===== src/rtl/jppi_pkg.sv =====
// ============================================================================
// jppi_pkg
// Shared types and constants for the JSON pretty-print indenter.
// ============================================================================
`default_nettype none

package jppi_pkg;

    localparam int DEPTH_W         = 5;
    localparam int TAB_W           = DEPTH_W + 1;
    localparam int DEPTH_LIMIT_DEF = 31;

    localparam logic [7:0] CH_LF     = 8'h0A;
    localparam logic [7:0] CH_TAB    = 8'h09;
    localparam logic [7:0] CH_LBRACE = 8'h7B;
    localparam logic [7:0] CH_RBRACE = 8'h7D;
    localparam logic [7:0] CH_LBRACK = 8'h5B;
    localparam logic [7:0] CH_RBRACK = 8'h5D;
    localparam logic [7:0] CH_COMMA  = 8'h2C;

    typedef logic [DEPTH_W-1:0] t_depth;
    typedef logic [TAB_W-1:0]   t_tabs;

    typedef enum logic [2:0] {
        ST_IDLE,
        ST_PRE_LF,
        ST_PRE_TAB,
        ST_BYTE,
        ST_POST_LF,
        ST_POST_TAB
    } t_state;

    typedef enum logic [1:0] {
        EMIT_LF,
        EMIT_TAB,
        EMIT_BYTE
    } t_emit_sel;

    typedef struct packed {
        logic      load;
        logic      emit;
        t_emit_sel sel;
        logic      last;
    } t_cmd;

    typedef struct packed {
        logic in_pre;
        logic post;
        logic tabs_zero;
        logic tabs_one;
        logic slot_free;
    } t_sts;

endpackage

`default_nettype wire


===== src/rtl/jppi_if.sv =====
// ============================================================================
// jppi_if
// Valid/ready channels: input text words and output text words.
// ============================================================================
`default_nettype none

interface jppi_in_if;
    logic       valid;
    logic       ready;
    logic [7:0] text_byte;
    logic       doc_start;

    modport source (output valid, output text_byte, output doc_start, input ready);
    modport sink   (input valid, input text_byte, input doc_start, output ready);
endinterface

interface jppi_out_if;
    logic       valid;
    logic       ready;
    logic [7:0] out_byte;
    logic       run_last;

    modport source (output valid, output out_byte, output run_last, input ready);
    modport sink   (input valid, input out_byte, input run_last, output ready);
endinterface

`default_nettype wire


===== src/rtl/jppi_dp.sv =====
// ============================================================================
// jppi_dp
// Datapath: nesting depths, tab counter, held byte and output register.
// ============================================================================
`default_nettype none

module jppi_dp #(
    parameter int DEPTH_LIMIT = jppi_pkg::DEPTH_LIMIT_DEF
) (
    input  wire logic          i_clk,
    input  wire logic          i_rst_n,
    input  wire logic [7:0]    i_text_byte,
    input  wire logic          i_doc_start,
    input  wire logic          i_out_ready,
    input  wire jppi_pkg::t_cmd i_cmd,
    output jppi_pkg::t_sts     o_sts,
    output logic               o_out_valid,
    output logic [7:0]         o_out_byte,
    output logic               o_run_last
);

    localparam jppi_pkg::t_depth LIMIT = jppi_pkg::t_depth'(DEPTH_LIMIT);

    jppi_pkg::t_depth r_brace, n_brace;
    jppi_pkg::t_depth r_brack, n_brack;
    logic             r_past;
    logic             r_post;
    logic [7:0]       r_byte;
    jppi_pkg::t_tabs  r_tabs;
    logic             r_out_valid;
    logic [7:0]       r_out_byte;
    logic             r_out_last;

    jppi_pkg::t_depth base_brace, base_brack;
    logic             past_eff;
    logic             is_open, is_close;
    logic [7:0]       emit_byte;

    always_comb begin
        base_brace = i_doc_start ? '0 : r_brace;
        base_brack = i_doc_start ? '0 : r_brack;
        past_eff   = i_doc_start ? 1'b0 : r_past;
        is_open    = (i_text_byte == jppi_pkg::CH_LBRACE) || (i_text_byte == jppi_pkg::CH_LBRACK);
        is_close   = (i_text_byte == jppi_pkg::CH_RBRACE) || (i_text_byte == jppi_pkg::CH_RBRACK);
        n_brace    = base_brace;
        n_brack    = base_brack;
        case (i_text_byte)
            jppi_pkg::CH_LBRACE: n_brace = (base_brace >= LIMIT) ? LIMIT : base_brace + 1'b1;
            jppi_pkg::CH_RBRACE: n_brace = (base_brace == '0) ? '0 : base_brace - 1'b1;
            jppi_pkg::CH_LBRACK: n_brack = (base_brack >= LIMIT) ? LIMIT : base_brack + 1'b1;
            jppi_pkg::CH_RBRACK: n_brack = (base_brack == '0) ? '0 : base_brack - 1'b1;
            default: ;
        endcase
    end

    always_comb begin
        case (i_cmd.sel)
            jppi_pkg::EMIT_LF:  emit_byte = jppi_pkg::CH_LF;
            jppi_pkg::EMIT_TAB: emit_byte = jppi_pkg::CH_TAB;
            default:            emit_byte = r_byte;
        endcase
    end

    always_ff @(posedge i_clk) begin
        if (!i_rst_n) begin
            r_brace     <= '0;
            r_brack     <= '0;
            r_past      <= 1'b0;
            r_out_valid <= 1'b0;
        end else begin
            if (i_cmd.load) begin
                r_brace <= n_brace;
                r_brack <= n_brack;
                r_past  <= 1'b1;
            end
            if (i_cmd.emit) begin
                r_out_valid <= 1'b1;
            end else if (i_out_ready) begin
                r_out_valid <= 1'b0;
            end
        end
    end

    always_ff @(posedge i_clk) begin
        if (i_cmd.load) begin
            r_byte <= i_text_byte;
            r_post <= is_open || (i_text_byte == jppi_pkg::CH_COMMA);
            r_tabs <= jppi_pkg::t_tabs'(n_brace) + jppi_pkg::t_tabs'(n_brack);
        end else if (i_cmd.emit && i_cmd.sel == jppi_pkg::EMIT_TAB) begin
            r_tabs <= r_tabs - 1'b1;
        end
        if (i_cmd.emit) begin
            r_out_byte <= emit_byte;
            r_out_last <= i_cmd.last;
        end
    end

    always_comb begin
        o_sts.in_pre    = is_close && past_eff;
        o_sts.post      = r_post;
        o_sts.tabs_zero = (r_tabs == '0);
        o_sts.tabs_one  = (r_tabs == jppi_pkg::t_tabs'(1));
        o_sts.slot_free = !r_out_valid || i_out_ready;
    end

    assign o_out_valid = r_out_valid;
    assign o_out_byte  = r_out_byte;
    assign o_run_last  = r_out_last;

endmodule

`default_nettype wire


===== src/rtl/jppi_ctrl.sv =====
// ============================================================================
// jppi_ctrl
// Controller: sequences line feed, tabs and the byte for each input word.
// ============================================================================
`default_nettype none

module jppi_ctrl (
    input  wire logic           i_clk,
    input  wire logic           i_rst_n,
    input  wire logic           i_in_valid,
    input  wire jppi_pkg::t_sts i_sts,
    output logic                o_in_ready,
    output jppi_pkg::t_cmd      o_cmd
);

    jppi_pkg::t_state r_state, n_state;

    always_ff @(posedge i_clk) begin
        if (!i_rst_n) begin
            r_state <= jppi_pkg::ST_IDLE;
        end else begin
            r_state <= n_state;
        end
    end

    always_comb begin
        n_state = r_state;
        case (r_state)
            jppi_pkg::ST_IDLE: begin
                if (i_in_valid) begin
                    n_state = i_sts.in_pre ? jppi_pkg::ST_PRE_LF : jppi_pkg::ST_BYTE;
                end
            end
            jppi_pkg::ST_PRE_LF: begin
                if (i_sts.slot_free) begin
                    n_state = i_sts.tabs_zero ? jppi_pkg::ST_BYTE : jppi_pkg::ST_PRE_TAB;
                end
            end
            jppi_pkg::ST_PRE_TAB: begin
                if (i_sts.slot_free && i_sts.tabs_one) begin
                    n_state = jppi_pkg::ST_BYTE;
                end
            end
            jppi_pkg::ST_BYTE: begin
                if (i_sts.slot_free) begin
                    n_state = i_sts.post ? jppi_pkg::ST_POST_LF : jppi_pkg::ST_IDLE;
                end
            end
            jppi_pkg::ST_POST_LF: begin
                if (i_sts.slot_free) begin
                    n_state = i_sts.tabs_zero ? jppi_pkg::ST_IDLE : jppi_pkg::ST_POST_TAB;
                end
            end
            jppi_pkg::ST_POST_TAB: begin
                if (i_sts.slot_free && i_sts.tabs_one) begin
                    n_state = jppi_pkg::ST_IDLE;
                end
            end
            default: n_state = jppi_pkg::ST_IDLE;
        endcase
    end

    always_comb begin
        o_in_ready = 1'b0;
        o_cmd.load = 1'b0;
        o_cmd.emit = 1'b0;
        o_cmd.sel  = jppi_pkg::EMIT_BYTE;
        o_cmd.last = 1'b0;
        case (r_state)
            jppi_pkg::ST_IDLE: begin
                o_in_ready = i_rst_n;
                o_cmd.load = i_in_valid && i_rst_n;
            end
            jppi_pkg::ST_PRE_LF: begin
                o_cmd.emit = i_sts.slot_free;
                o_cmd.sel  = jppi_pkg::EMIT_LF;
            end
            jppi_pkg::ST_PRE_TAB: begin
                o_cmd.emit = i_sts.slot_free;
                o_cmd.sel  = jppi_pkg::EMIT_TAB;
            end
            jppi_pkg::ST_BYTE: begin
                o_cmd.emit = i_sts.slot_free;
                o_cmd.sel  = jppi_pkg::EMIT_BYTE;
                o_cmd.last = !i_sts.post;
            end
            jppi_pkg::ST_POST_LF: begin
                o_cmd.emit = i_sts.slot_free;
                o_cmd.sel  = jppi_pkg::EMIT_LF;
                o_cmd.last = i_sts.tabs_zero;
            end
            jppi_pkg::ST_POST_TAB: begin
                o_cmd.emit = i_sts.slot_free;
                o_cmd.sel  = jppi_pkg::EMIT_TAB;
                o_cmd.last = i_sts.tabs_one;
            end
            default: ;
        endcase
    end

endmodule

`default_nettype wire


===== src/rtl/json_pretty_print_indenter_unit.sv =====
// ============================================================================
// json_pretty_print_indenter_unit
// Re-indents compact JSON text: line feed plus tabs around structural bytes.
// ============================================================================
//  Channel | Dir | Payload               | Handshake
//  i_in    | in  | text_byte, doc_start  | valid/ready
//  o_out   | out | out_byte, run_last    | valid/ready
//
//  One input word produces N output words (1 for plain bytes, up to 64), sent
//  through the output register at one word per cycle unless the output stalls.
//  Next word is accepted while the last output word still waits in the register.
//  Reset clears depths, first-byte flag, state and output valid.
//  Output stalls hold the sequencer; input is not taken until the sequence ends.
// ============================================================================
`default_nettype none

module json_pretty_print_indenter_unit #(
    parameter int DEPTH_LIMIT = jppi_pkg::DEPTH_LIMIT_DEF
) (
    input  wire logic   i_clk,
    input  wire logic   i_rst_n,
    jppi_in_if.sink     i_in,
    jppi_out_if.source  o_out
);

    jppi_pkg::t_cmd cmd;
    jppi_pkg::t_sts sts;
    logic           in_ready;
    logic           out_valid;
    logic [7:0]     out_byte;
    logic           run_last;

    jppi_ctrl u_ctrl (
        .i_clk      (i_clk),
        .i_rst_n    (i_rst_n),
        .i_in_valid (i_in.valid),
        .i_sts      (sts),
        .o_in_ready (in_ready),
        .o_cmd      (cmd)
    );

    jppi_dp #(
        .DEPTH_LIMIT (DEPTH_LIMIT)
    ) u_dp (
        .i_clk       (i_clk),
        .i_rst_n     (i_rst_n),
        .i_text_byte (i_in.text_byte),
        .i_doc_start (i_in.doc_start),
        .i_out_ready (o_out.ready),
        .i_cmd       (cmd),
        .o_sts       (sts),
        .o_out_valid (out_valid),
        .o_out_byte  (out_byte),
        .o_run_last  (run_last)
    );

    assign i_in.ready     = in_ready;
    assign o_out.valid    = out_valid;
    assign o_out.out_byte = out_byte;
    assign o_out.run_last = run_last;

endmodule

`default_nettype wire

===== src/flat_wrapper.sv =====
// flat-port wrapper written by rule: the top's interface ports become plain ports
module json_pretty_print_indenter_unit_flat 
#(
    parameter int DEPTH_LIMIT = jppi_pkg::DEPTH_LIMIT_DEF
)
  (i_clk, i_rst_n, i_in_valid, i_in_text_byte, i_in_doc_start, i_in_ready, o_out_valid, o_out_out_byte, o_out_run_last, o_out_ready);
  jppi_in_if i_in_i ();
  jppi_out_if o_out_i ();
  input  wire logic i_clk;
  input  wire logic i_rst_n;
  input wire logic [$bits(i_in_i.valid)-1:0] i_in_valid;
  input wire logic [$bits(i_in_i.text_byte)-1:0] i_in_text_byte;
  input wire logic [$bits(i_in_i.doc_start)-1:0] i_in_doc_start;
  output wire logic [$bits(i_in_i.ready)-1:0] i_in_ready;
  output wire logic [$bits(o_out_i.valid)-1:0] o_out_valid;
  output wire logic [$bits(o_out_i.out_byte)-1:0] o_out_out_byte;
  output wire logic [$bits(o_out_i.run_last)-1:0] o_out_run_last;
  input wire logic [$bits(o_out_i.ready)-1:0] o_out_ready;
  assign i_in_i.valid = i_in_valid;
  assign i_in_i.text_byte = i_in_text_byte;
  assign i_in_i.doc_start = i_in_doc_start;
  assign i_in_ready = i_in_i.ready;
  assign o_out_valid = o_out_i.valid;
  assign o_out_out_byte = o_out_i.out_byte;
  assign o_out_run_last = o_out_i.run_last;
  assign o_out_i.ready = o_out_ready;
  json_pretty_print_indenter_unit #(.DEPTH_LIMIT(DEPTH_LIMIT)) u_core (.i_clk(i_clk), .i_rst_n(i_rst_n), .i_in(i_in_i), .o_out(o_out_i));
endmodule

===== config.mk =====
export PLATFORM = sky130hd
export DESIGN_NAME = json_pretty_print_indenter_unit_flat
export DESIGN_NICKNAME = d
export VERILOG_FILES = /design/src/rtl/jppi_pkg.sv /design/src/rtl/jppi_if.sv /design/src/rtl/jppi_dp.sv /design/src/rtl/jppi_ctrl.sv /design/src/rtl/json_pretty_print_indenter_unit.sv /design/src/flat_wrapper.sv
export SDC_FILE = /design/constraint.sdc
export NUM_CORES = 1
export LEC_CHECK = 0
export BUFFER_PORTS_ARGS = -buffer_cell sky130_fd_sc_hd__buf_2
export CAP_MARGIN = 20
export CORE_ASPECT_RATIO = 0.8
export CORE_UTILIZATION = 40
export CTS_CLUSTER_DIAMETER = 40
export DETAILED_ROUTE_END_ITERATION = 6
export SETUP_SLACK_MARGIN = 0.05
export SYNTH_ARGS = -nofsm -noshare
export SYNTH_HDL_FRONTEND = slang
export SYNTH_SLANG_ARGS = --single-unit

===== constraint.sdc =====
create_clock -name i_clk -period 3.95 [get_ports i_clk]
set_clock_uncertainty 0.05 [all_clocks]
set_input_delay 0.395 -clock i_clk [delete_from_list [all_inputs] [get_ports i_clk]]
set_output_delay 0.395 -clock i_clk [all_outputs]
set_load 0.02 [all_outputs]

-- Yosys cells after proc, flatten, opt, wreduce, memory -nomap -nowiden
Cells that the tools add are included.
- register bits: 39
- bits in latches: 0
- bits in writable memories: 0
- ROM bits: 0
- input bits: 13
- output and inout port bits: 11
- logic and storage cells: 85
- memories: 0
- add/sub/neg operators: 6
- $mul: 0
- div/mod/pow operators: 0
- $lt $le $gt $ge: 2
- equality and inequality tests: 18
- shifts and indexed selects: 0
- mux-type cells: 29
- bitwise logic cells: 0
- reduce and logical (&&, ||, !) cells: 20
- operator list (operator ; number):
    8-bit by 7-bit == test with 1-bit output, second input constant ; 4
    5-bit two-way mux ; 6
    3-bit two-way mux ; 8
    5-bit one-hot mux with 2 select lines ; 2
    3-bit one-hot mux with 6 select lines ; 1
    8-bit one-hot mux with 2 select lines ; 1
    6-bit two-way mux ; 2
    2-bit != test, second input constant ; 6
    5-bit by 1-bit adder with 5-bit output, second input constant ; 2
    5-bit >= comparator, second input constant ; 2
    5-bit zero test ; 2
    5-bit by 1-bit subtractor with 5-bit output, second input constant ; 2
    3-bit one-hot mux with 3 select lines ; 1
    8-bit by 6-bit == test with 1-bit output, second input constant ; 1
    5-bit by 5-bit adder with 6-bit output ; 1
    3-bit by 2-bit == test with 1-bit output, second input constant ; 2
    3-bit == test, second input constant ; 2
    6-bit by 1-bit == test with 1-bit output, second input constant ; 1
    6-bit zero test ; 1
    1-bit two-way mux ; 6
    6-bit AND reduction ; 1
    6-bit by 1-bit subtractor with 6-bit output, second input constant ; 1
    1-bit logical AND ; 4
    1-bit logical OR ; 4
    other kinds (9) ; 12

-- Logic depth before layout (Yosys ltp)
- depth after elaboration: 7
- gate-level depth with buffers: 16
- mapped depth without buffers: 15

-- Cells and area by module
Synthesis repeated with hierarchy kept, for this count alone.
- cells, all modules: 294
- area, all modules: 2697.6 sq um
- by module, submodules not included (module ; times used ; cells an instance ; area an instance (sq um) ; sequential area each (sq um)):
    jppi_dp ; 1 ; 245 ; 2321.0 ; 960.9
    jppi_ctrl ; 1 ; 49 ; 376.6 ; 60.1

-- Least setup slack after synthesis
OpenSTA, ideal clock, no wires.
- path kind: input port to flip-flop
- start: input i_in_doc_start
- end: register u_core.u_dp.r_tabs[3] (data pin)
- library setup time: 265 ps
- arrival time: 3012 ps
- required time: 3635 ps
- path slack: 623 ps
- stages on the path: 15
- path buffers: 1
- cell sequence: clkbuf_1 -> nand2b_1 -> inv_1 -> ha_1 -> and3_1 -> ha_1 -> a21o_1 -> o21a_1 -> a211o_1 -> ha_1 -> a21o_1 -> a21oi_1 -> xor2_1 -> xnor2_1 -> o21ai_1
- cells in the longest elaborated chain, start to end: 6
- elaborated cells on any way between the ends: 18
- classes of those cells: add/sub (5); order compare (2); mux (9); reduce/logical (2)
- RTL lines (what ; line ; source):
    start, declared ; flat_wrapper.sv:13 ; input wire logic [$bits(i_in_i.doc_start)-1:0] i_in_doc_start;
    5-bit two-way mux (*) ; jppi_dp.sv:41 ; base_brack = i_doc_start ? '0 : r_brack;
    5-bit by 1-bit subtractor with 5-bit output, or another cell as far along ; jppi_dp.sv:51 ; jppi_pkg::CH_RBRACK: n_brack = (base_brack == '0) ? '0 : base_brack - 1'b1;
    5-bit two-way mux (on tied branches) ; jppi_dp.sv:51, jppi_dp.sv:50 ;
    5-bit one-hot mux with 2 select lines (*) ; jppi_dp.sv:47 ; case (i_text_byte)
    net u_core.u_dp.n_brack[1] ; jppi_dp.sv:25 ; jppi_pkg::t_depth r_brack, n_brack;
    5-bit by 5-bit adder with 6-bit output (*) ; jppi_dp.sv:88 ; r_tabs <= jppi_pkg::t_tabs'(n_brace) + jppi_pkg::t_tabs'(n_brack);
    6-bit two-way mux (*) ; jppi_dp.sv:85 ; if (i_cmd.load) begin
    end signal, assigned ; jppi_dp.sv:88 ;
    end signal, assigned ; jppi_dp.sv:90 ; r_tabs <= r_tabs - 1'b1;
    end, declared ; jppi_dp.sv:29 ; jppi_pkg::t_tabs r_tabs;
Mark *: on every way through the listed nets, which the timed path passes. The rest lies on a longest branch.
A chain may end at the register's enable or synchronous reset.

-- Final worst setup path
- start: register u_core.u_dp.r_brace[2]
- end: register u_core.u_dp.r_tabs[4] (data pin)
- cells in the longest elaborated chain, start to end: 6
- elaborated cells on any way between the ends: 10
- classes of those cells: add/sub (3); order compare (1); mux (5); reduce/logical (1)
- RTL lines (what ; line ; source):
    start, declared ; jppi_dp.sv:24 ; jppi_pkg::t_depth r_brace, n_brace;
    start signal, assigned ; jppi_dp.sv:72 ; r_brace <= n_brace;
    5-bit two-way mux (*) ; jppi_dp.sv:40 ; base_brace = i_doc_start ? '0 : r_brace;
    5-bit >= comparator / 5-bit zero test (equally long branches) ; jppi_dp.sv:48, jppi_dp.sv:49 ;
    5-bit two-way mux (on tied branches) ; jppi_dp.sv:48, jppi_dp.sv:49 ;
    5-bit one-hot mux with 2 select lines (*) ; jppi_dp.sv:47 ;
    net u_core.u_dp.n_brace[0] ; jppi_dp.sv:24 ;
    5-bit by 5-bit adder with 6-bit output (*) ; jppi_dp.sv:88 ;
    6-bit two-way mux (*) ; jppi_dp.sv:85 ;
Marked as above.

==> results.md <==
* Synthesized flop and latch total at 39
* Max_slew headroom at 0.408
* CP arrival at 3.27 ns
* Crit-path max FO at 9
* Ranking of synthesized cells by area: edfxtp_1 28%, dfxtp_1 11%, ha_1 6.2%
* Post-DRT Antenna Nets at 0
* Syn nets at 322
* Final period util at 0.831
* Slowest stage delay, CP at 0.43 ns
* Antenna violations before repair at 0
* Setup Fix Bufs, Post-CTS at 0
* Clk sink count at 39
* DP Wirelength at 4280 um
* Outcome: finished clean
* Drt first pass iters at 4
* Number of global-route vias before repair at 1,992
* Port Buffers at 23
* Final setup vio count at 0
* Avg Vias per Cell at 5.56
* Most frequent cells in the layout: 31 x nand2_1, 24 x nor2_1, 24 x edfxtp_1
* Wire per inst at 14.7 um
* Ant. Diodes at 0
* Yosys cell types at 51
* Nets at 344
* Primary FF master, synth: edfxtp_1
* Setup TNS at 0 ns
* Clk_lat worst skew at 0.30 ns
* Post-cts resize count at 0
* Post-Syn Area at 2610 um2
* P&R area growth vs syn at 11.0%
* Clock tree buffer depth at 2
* Core Area at 6100 um2
* First-pass GRT wire length at 9920 um
* CTS tree: yes
* Power Density at roughly 550 nW/um2
* IO Count at 24
* Die Area at 6860 um2
* Critical-path cell list: and3_1 -> nor3b_1 -> ha_1 -> a31oi_1 -> nor2_1 -> a21oi_1 -> o221ai_1 -> ha_1 -> fa_1 -> a21o_1 -> a21oi_1 -> xnor2_1 -> nand2_1 -> o21ai_0
* Final Hold Vio Count at 0
* Placed insts at 391
* Minimum clock period after layout at about 3.3 ns
* Total wire length at roughly 5900 um
* Slew @ Worst Pin at 0.878 ns
* Fin. max-slew vios at 0
* GR Util All Layers at 0.189
* # rows at 25
* Critical path endpoint category: register
* Worst vdd ir at around 220 uV
* Area leader, netlist: edfxtp_1
* RSZ-0062 raised after global routing: false
* Share of the synthesized area in the top cell type at 0.276
* Most common cell after layout, fill and taps aside: nand2_1
* Sequential area share after synthesis at 0.391
* # DRC at 0
* Slowest CP cell: fa_1
* Post-synth EDFFs at 24
* Die Ht at 74.3 um
* Average size of a mapped cell at 8.85 um2
* Initial Util at 0.428
* Ys Warns at 0
* Fin util at 0.475
* Remaining global-route overflow at 0
* Hold Path Class: in -> reg
* Fin cells at roughly 400
* CTS Buf Count at 5
* Max_cap viols at 0
* Layout cell share with drive strength beyond 1 at 0.138
* Setup Crit Path Kind: reg -> reg
* Vias post-DR at 2,220
* Largest net degree at the start of global routing at 26
* GPL Wtd Cong at approximately 0.96
* Die span in x at 92.3 um
* H-tree depth reported by CTS at 2
* Critical Path RT at between 3 and 4 ns
* Peak Freq at 305 MHz
* Hold Buf Count CTS at 0
* 1st-iter DRT viols at 110
* Clk slew on worst S/H paths at 0.09 ns
* Root Buffer: clkbuf_8
* Post-Synthesis Cells at ~300
* Critical path startpoint category: register
* Async SR Flop Fraction at 0
* Leak Pwr at 1.27 nW
==> cells in the mapped netlist, types with 4 or more instances <==
master and count:
nand2_1 31, a21oi_1 19, xnor2_1 7, dfxtp_1 15
edfxtp_1 24, nand3_1 6, xor2_1 6, and2_1 4
ha_1 13, buf_2 4, a21o_1 10, inv_1 14
nor3_1 7, clkbuf_1 7, and3_1 10, o21ai_0 18
nand2b_1 7, nor2b_1 12, nor2_1 24
==> critical path: cells and delay by family (launching register included) <==
family / cells / cell delay, ns
flip-flops: 1 / 0.42
AND/OR/NAND/NOR: 4 / 0.58
adder cells (fa/ha/maj): 3 / 0.93
AO/OA/AOI/OAI: 6 / 0.94
XOR/XNOR: 1 / 0.09
==> metal layers <==
metal,routed length [um],up-vias,share of wire,global-route usage
li1,-,1114,-,-
met1,2970,1032,0.51,0.261
met2,2470,67,0.42,0.293
met3,338,7,0.058,0.0409
met4,73,0,0.012,0.0660
met5,0,-,0,0
==> final timing paths <==
kind	startpoint	to	slack [ns]	cells past startpoint
worst max-delay path	u_core.u_dp.r_brace[2]	u_core.u_dp.r_tabs[4]	0.67	14
worst min-delay path	i_in_text_byte[7]	u_core.u_dp.r_byte[7]	0.26	1
worst max register to register	u_core.u_dp.r_brace[2]	u_core.u_dp.r_tabs[4]	0.67	14
worst min register to register	u_core.u_dp.r_past	u_core.u_dp.r_past	0.40	2
==> flip-flops by register name, indices dropped and copies added (netlist names) <==
| signal | count |
|---|---|
| u_core.u_dp.o_out_valid | 1 |
| u_core.u_dp.r_tabs | 6 |
| u_core.u_dp.r_post | 1 |
| u_core.u_dp.o_out_byte | 8 |
| u_core.u_dp.r_past | 1 |
| u_core.u_dp.r_brack | 5 |
| u_core.u_dp.r_brace | 5 |
| u_core.u_dp.r_byte | 8 |
| u_core.u_ctrl.r_state | 3 |
| u_core.u_dp.o_run_last | 1 |
==> per-stage QoR <==
step / hold slack (ns) / instance area, um2 / total power [W] / setup WS [ns]
after CTS: 0.255 / 2900 / 0.00161 / 0.700
after global placement: 0.382 / 2810 / 0.00132 / 0.530
final: 0.259 / 2900 / 0.00160 / 0.666
after floorplan: 0.372 / 2610 / 0.00117 / 0.623
after detailed placement: 0.384 / 2810 / 0.00132 / 0.531
after global routing: 0.250 / 2900 / 0.00172 / 0.438
==> report_power, final <==
part	switching, W	total, W	leakage (nW)	internal (W)
Sequential	0.0000872	0.000713	0.350	0.000626
Clock	0.000167	0.000293	0.0408	0.000127
Combinational	0.000376	0.000595	0.880	0.000219
Total	0.000630	0.00160	1.27	0.000971
==> final cells by class <==
cell class | instances | area (um2)
Clock buffer | 5 | 68.8
Clock inverter | 3 | 23.8
Fill cell | 586 | 3200
Inverter | 14 | 52.6
Multi-Input combinational cell | 230 | 1490
Sequential cell | 39 | 1020
Tap cell | 81 | 101
Timing Repair Buffer | 27 | 145
==> logic make-up (layout without fill, tap and decap cells) <==
kind of cell | after synthesis | count (layout) | share of synthesized area
adder cells (fa/ha/maj) | 14 | 14 | 0.0700
buffers and inverters | 26 | 49 | 0.0398
XOR/XNOR | 13 | 13 | 0.0436
AO/OA/AOI/OAI | 82 | 82 | 0.208
flip-flops | 39 | 39 | 0.391
AND/OR/NAND/NOR | 119 | 119 | 0.239
multiplexers | 2 | 2 | 0.00815
(Power assumes the default switching activity.)
